`src/rtl/qvr_pkg.sv`:
```
// Shared types, widths and codes for the quaternion vector rotation core.
package qvr_pkg;

    localparam int QUAT_FRAC_BITS_DEF = 14;
    localparam int TOL_FRAC_BITS      = 28;

    localparam int COMP_W  = 16;
    localparam int TOL_W   = 20;
    localparam int IDX_W   = 3;
    localparam int MAG_W   = 50;
    localparam int DIV_W   = MAG_W + 1;
    localparam int QUO_W   = 17;
    localparam int STAT_W  = 2;

    localparam logic [IDX_W-1:0] REG_QUAT_X = 3'd0;
    localparam logic [IDX_W-1:0] REG_QUAT_Y = 3'd1;
    localparam logic [IDX_W-1:0] REG_QUAT_Z = 3'd2;
    localparam logic [IDX_W-1:0] REG_QUAT_W = 3'd3;
    localparam logic [IDX_W-1:0] REG_TOL    = 3'd4;

    localparam logic [STAT_W-1:0] STAT_OK   = 2'd0;
    localparam logic [STAT_W-1:0] STAT_SAT  = 2'd1;
    localparam logic [STAT_W-1:0] STAT_ZERO = 2'd2;

    // One lane of the divider pipeline: magnitude of a rotated component.
    typedef struct packed {
        logic             valid;
        logic             neg;
        logic             zero;
        logic             ovf;
        logic [MAG_W-1:0] rem;
        logic [DIV_W-1:0] d;
        logic [QUO_W-1:0] q;
    } div_item_t;

endpackage

```
`src/rtl/qvr_divider.sv`:
```
// Pipelined restoring divider: an overflow-detect stage, then one quotient bit per stage.
module qvr_divider (
    input  logic               aclk,
    input  logic               aresetn,
    input  logic               adv,
    input  qvr_pkg::div_item_t in_item,
    output qvr_pkg::div_item_t out_item
);

    localparam int NSTG = qvr_pkg::QUO_W + 1;
    localparam int CW   = qvr_pkg::DIV_W + qvr_pkg::QUO_W;

    qvr_pkg::div_item_t stg_reg [NSTG];
    qvr_pkg::div_item_t stg_next [NSTG];

    genvar j;
    generate
        for (j = 0; j < NSTG; j++) begin : g_stg
            always_comb begin
                qvr_pkg::div_item_t src;
                logic [CW-1:0] dsh;
                src = (j == 0) ? in_item : stg_reg[(j == 0) ? 0 : j - 1];
                stg_next[j] = src;
                if (j == 0) begin
                    // quotient would not fit: saturate later
                    dsh = CW'(src.d) << qvr_pkg::QUO_W;
                    stg_next[j].ovf = (CW'(src.rem) >= dsh);
                end else begin
                    dsh = CW'(src.d) << (qvr_pkg::QUO_W - j);
                    if (!src.ovf && (CW'(src.rem) >= dsh)) begin
                        stg_next[j].rem = src.rem - qvr_pkg::MAG_W'(dsh);
                        stg_next[j].q[qvr_pkg::QUO_W - j] = 1'b1;
                    end
                end
            end

            always_ff @(posedge aclk) begin
                if (!aresetn) begin
                    stg_reg[j].valid <= 1'b0;
                end else if (adv) begin
                    stg_reg[j] <= stg_next[j];
                end
            end
        end
    endgenerate

    assign out_item = stg_reg[NSTG-1];

endmodule

```
`config.mk`:
```
export PLATFORM = sky130hd
export DESIGN_NAME = qvr_divider
export DESIGN_NICKNAME = d
export VERILOG_FILES = /design/src/rtl/qvr_pkg.sv /design/src/rtl/qvr_divider.sv
export SDC_FILE = /design/constraint.sdc
export NUM_CORES = 2
export LEC_CHECK = 0
export BUFFER_PORTS_ARGS = -buffer_cell sky130_fd_sc_hd__buf_2
export CAP_MARGIN = 20
export CORE_UTILIZATION = 30
export DETAILED_ROUTE_END_ITERATION = 7
export HOLD_SLACK_MARGIN = 0.1
export PLACE_DENSITY = 0.55
export SLEW_MARGIN = 20
export SYNTH_ARGS = -nofsm -noshare
export SYNTH_HDL_FRONTEND = slang
export SYNTH_SLANG_ARGS = --single-unit
export TNS_END_PERCENT = 100
```
`constraint.sdc`:
```
create_clock -name aclk -period 165.7 [get_ports aclk]
set_input_delay 8.285 -clock aclk [delete_from_list [all_inputs] [get_ports aclk]]
set_output_delay 8.285 -clock aclk [all_outputs]
set_load 0.05 [all_outputs]
```
# Word level (Yosys, flattened, before mapping)
# Memories as Yosys holds them, arrays and structs flattened.
# Cells that the tools add are included.
totals:
  in_bits: 125
  reg_bits: 0
  mem_count: 1
  rom_bits: 0
  out_inout_bits: 122
  elab_cells: 144
  latch_bits: 0
  ram_bits: 2196
memory_table:
  columns: ["name", "words", "width", "rd", "rd_clocked_by_memory_dff", "write_ports", "line_no", "text"]
  rows:
  - ["stg_reg", 18, 122, 18, 0, 18, "qvr_divider.sv:13", "qvr_pkg::div_item_t stg_reg [NSTG];"]
op_classes:
  reduce_logical: 34
  bitwise: 18
  n_mux: 56
  n_shift: 0
  div: 0
  magnitude_cmp: 18
  n_eq_ne: 0
  mul: 0
  addsub: 17
ops:
  columns: ["op", "n"]
  rows:
  - ["50-bit 2-to-1 mux", 17]
  - ["50-bit subtractor", 17]
  - ["50-bit by 68-bit >= comparator with 1-bit output", 1]
  - ["50-bit by 67-bit >= comparator with 1-bit output", 1]
  - ["50-bit by 66-bit >= comparator with 1-bit output", 1]
  - ["50-bit by 65-bit >= comparator with 1-bit output", 1]
  - ["50-bit by 64-bit >= comparator with 1-bit output", 1]
  - ["50-bit by 63-bit >= comparator with 1-bit output", 1]
  - ["50-bit by 62-bit >= comparator with 1-bit output", 1]
  - ["50-bit by 61-bit >= comparator with 1-bit output", 1]
  - ["50-bit by 60-bit >= comparator with 1-bit output", 1]
  - ["50-bit by 59-bit >= comparator with 1-bit output", 1]
  - ["50-bit by 58-bit >= comparator with 1-bit output", 1]
  - ["50-bit by 57-bit >= comparator with 1-bit output", 1]
  - ["50-bit by 56-bit >= comparator with 1-bit output", 1]
  - ["50-bit by 55-bit >= comparator with 1-bit output", 1]
  - ["50-bit by 54-bit >= comparator with 1-bit output", 1]
  - ["50-bit by 53-bit >= comparator with 1-bit output", 1]
  - ["50-bit by 52-bit >= comparator with 1-bit output", 1]
  - ["50-bit by 51-bit >= comparator with 1-bit output", 1]
  - ["1-bit 2-to-1 mux", 39]
  - ["1-bit bitwise OR", 18]
  - ["1-bit logical AND", 17]
  - ["1-bit zero test", 17]

# Depth between registers and ports, before layout
logic_depth:
  depth_word: 4
  mapped_depth: 17
  depth_no_buf: 15

# Worst setup path before layout
# Ideal clock, no wire load.
synth_path:
  kind: "input port to flip-flop"
  from: "input port aresetn"
  to: "memory stg_reg[0][0] in the netlist's numbering, enable pin"
  path_slack_ns: 105.319
  t_required_ns: 162.840
  path_stages: 2
  path_buffers: 1
  setup_time_ns: 2.860
  arrival_time_ns: 57.521
  path_cell_list: "clkbuf_1 and2_1"
synth_rtl:
  columns: ["element", "line_no", "text"]
  rows:
  - ["start: declaration", "qvr_divider.sv:4", "input logic aresetn,"]
  - ["end: declaration", "qvr_divider.sv:13", null]

==> run_results.csv <==
group,metric,value,unit
cells_and_area,drive_above_1_share,9.67,%
logic_synthesis,yosys_warnings,0,
clocking,cts_tree,"done",
global_routing,grt_pass1_wl,398000,um
sta,tightest_slew,1.27,ns
logic_synthesis,synth_edf_count,2195,
clocking,cts-buffers-inserted,271,
sta,drv_slew,0,
critical_path,cp.required,166.20,ns
sta,setup_viol,0,
logic_synthesis,ys.flop_type,"edfxtp_1",
logic_synthesis,yosys-top-cells-count,"edfxtp_1 (2195), inv_1 (922), nand2_1 (872)",
detailed_routing,drt_wl_total,252000,um
critical_path,r2r-start,"stg_reg[14][88]",
critical_path,cpPeakStageDelay,0.81,ns
clocking,cts_root_buf,"clkbuf_16",
critical_path,crit_path_start_kind,"primary input",
detailed_routing,vias,72800,
cells_and_area,nets,11100,
placement,pre_cts_ws,152.34,ns
placement,dp_hpwl,191000,um
clocking,clk_latency,0.89,ns
status,outcome,"completed",
floorplanning,initial_core_util,30.2,%
clocking,cts_hold_buf,0,
sta,clock-skew-final,0.0402,ns
floorplanning,core,383000,um2
sta,grt_setup_unrepaired,"false",
global_routing,grt_max_degree,134,
detailed_routing,routed_via_density,4.70,
clocking,clkSlewWorstSetupHoldPaths,0.06,ns
global_routing,grt_pass1_vias,73900,
sta,fin_ws,153.43,ns
critical_path,crit_path_frequent_cell,"buf_4",
cells_and_area,area_growth,13.7,%
sta,slew_headroom,14.3,%
clocking,cts_setup_buffers,0,
cells_and_area,fillers,37900,
logic_synthesis,yosys.area.top_type_share,57.0,%
sta,finalHoldViolCount,0,
logic_synthesis,synth_top_area_cell,"edfxtp_1",
sta,tns,0,ns
global_routing,antenna_found_initial,2,
logic_synthesis,synth.most_common_cell,"edfxtp_1",
detailed_routing,route.detailed.drc,0,
detailed_routing,ant_nets,0,
logic_synthesis,netlist_area,116000,um2
logic_synthesis,yosysUniqueCellTypes,91,
flow_run,drv_cap,0,
critical_path,end_kind,"register",
clocking,clock_sinks,2196,
clocking,post_cts_resized,0,
floorplanning,die_y,623,um
placement,place_congestion,0.937,
global_routing,grt_util_all_layers,12.6,%
clocking,clockBufferDepth,4,
logic_synthesis,async_flop_share,0,%
floorplanning,ios,247,
logic_synthesis,yosysSeqAreaShare,57.0,%
critical_path,cpMaxStageDelayCell,"buf_4",
critical_path,cp_max_fo,133,
sta,post-route-min-period,12.27,ns
worst_hold_path,min_path_type,"reg2reg",
logic_synthesis,ys_ff_latch,2196,
power_and_ir_drop,irDropWorstVdd,0.00709,mV
detailed_routing,drtIter0Drc,3643,
logic_synthesis,syn-instance-count,9953,
placement,io_buffers,245,
floorplanning,die_x,623,um
logic_synthesis,synth.area.top_cells,"edfxtp_1 (57%), ha_1 (8.1%), o21ai_0 (3.5%)",
critical_path,crit_path_cell_trace,"buf_2 -> and2_4 -> buf_4 -> buf_12 -> buf_4 -> buf_4 -> buf_4",
detailed_routing,wl_per_cell,16.3,um
floorplanning,core.rowCount,227,
cells_and_area,largest_reg_flops,2196,
global_routing,grt_overflow,0,
sta,max_freq,81.5,MHz
power_and_ir_drop,p_leak,52.0,nW
power_and_ir_drop,power.density,10.4,nW/um2
detailed_routing,dr.pass1.iters,7,
logic_synthesis,synth_nets,10800,
clocking,htreeDepth,5,
logic_synthesis,synth.avg_cell_area,11.6,um2
worst_hold_path,hp-start,"stg_reg[10][120]",
critical_path,startpoint,"adv",
floorplanning,dieArea,388000,um2
critical_path,critical_path_class,"in2reg",
critical_path,worstPathArrival,12.77,ns
sta,min_period_over_period,7.40,%
## final cells by class
cell class                 count  area [um2]  area share [%]
clock buffer                 324        7150            5.44
timing repair buffer         316        1770            1.35
sequential                  2196       65900            50.1
multi-input combinational   6540       45300            34.4
clock inverter               155        1640            1.25
tap                         5038        6300            4.79
antenna                        8        20.0          0.0152
inverter                     922        3460            2.63
## stage by stage
| step | power, mW | utilization, % | std cells | hold slack, ns | instance area, um2 |
|---|---|---|---|---|---|
| after floorplan | 0.812 | - | 9953 | 0.400 | 116000 |
| after global placement | 0.795 | 32.0 | 15000 | 0.400 | 123000 |
| after detailed placement | 0.795 | 32.0 | 15000 | 0.405 | 123000 |
| after CTS | 1.39 | 34.3 | 15500 | 0.397 | 132000 |
| after global routing | 1.43 | 34.3 | 15500 | 0.408 | 132000 |
| final | 1.37 | 34.3 | 15500 | 0.405 | 132000 |
## cells in the final DEF (no fill, tap or decap), drive strengths merged, types with 102 or more instances in the layout
cell	count
ha	747
nand4	156
clkbuf	324
o21ai	813
mux2	232
xor2	270
a21o	443
xnor2	373
o21bai	102
a21oi	739
buf	316
nand3	141
nand2	872
nor2	418
edfxtp	2195
inv	937
## power by group
group	switching [mW]	total (mW)	internal (mW)	leakage (nW)
logic	0.0839	0.136	0.0525	27.1
registers	0.0112	0.647	0.636	20.6
clock network	0.232	0.585	0.353	4.26
total	0.328	1.37	1.04	52.0
## worst paths after layout
check	to	slack, ns	cells after the start
min	stg_reg[11][120]	0.41	0
max	stg_reg[0][74]	153.43	7
min reg2reg	stg_reg[11][120]	0.41	0
max reg2reg	stg_reg[15][71]	160.45	12
## worst max-delay path: cells and delay by family
| kind | cells | cell delay, ns |
|---|---|---|
| buf+inv | 6 | 3.58 |
| simple gates | 1 | 0.55 |
## logic make-up (layout without fill, tap and decap cells)
group / after synthesis / in the layout / synth area share (%)
compound gates: 2666 / 2666 / 14.2
xor+xnor: 643 / 643 / 4.87
fa+ha+maj: 764 / 764 / 8.37
buf+inv: 1217 / 1717 / 4.05
flops: 2196 / 2196 / 57.0
mux: 247 / 247 / 2.39
other cells: 0 / 8 / 0
simple gates: 2220 / 2220 / 9.15
## metal layers
layer	track usage, %	vias to the layer above	wire [um]
li1	-	37400	-
met1	14.8	33500	109000
met2	22.0	1331	119000
met3	1.65	630	8080
met4	7.35	0	15700
met5	0	-	0
Power figures use the tool's default switching activity.
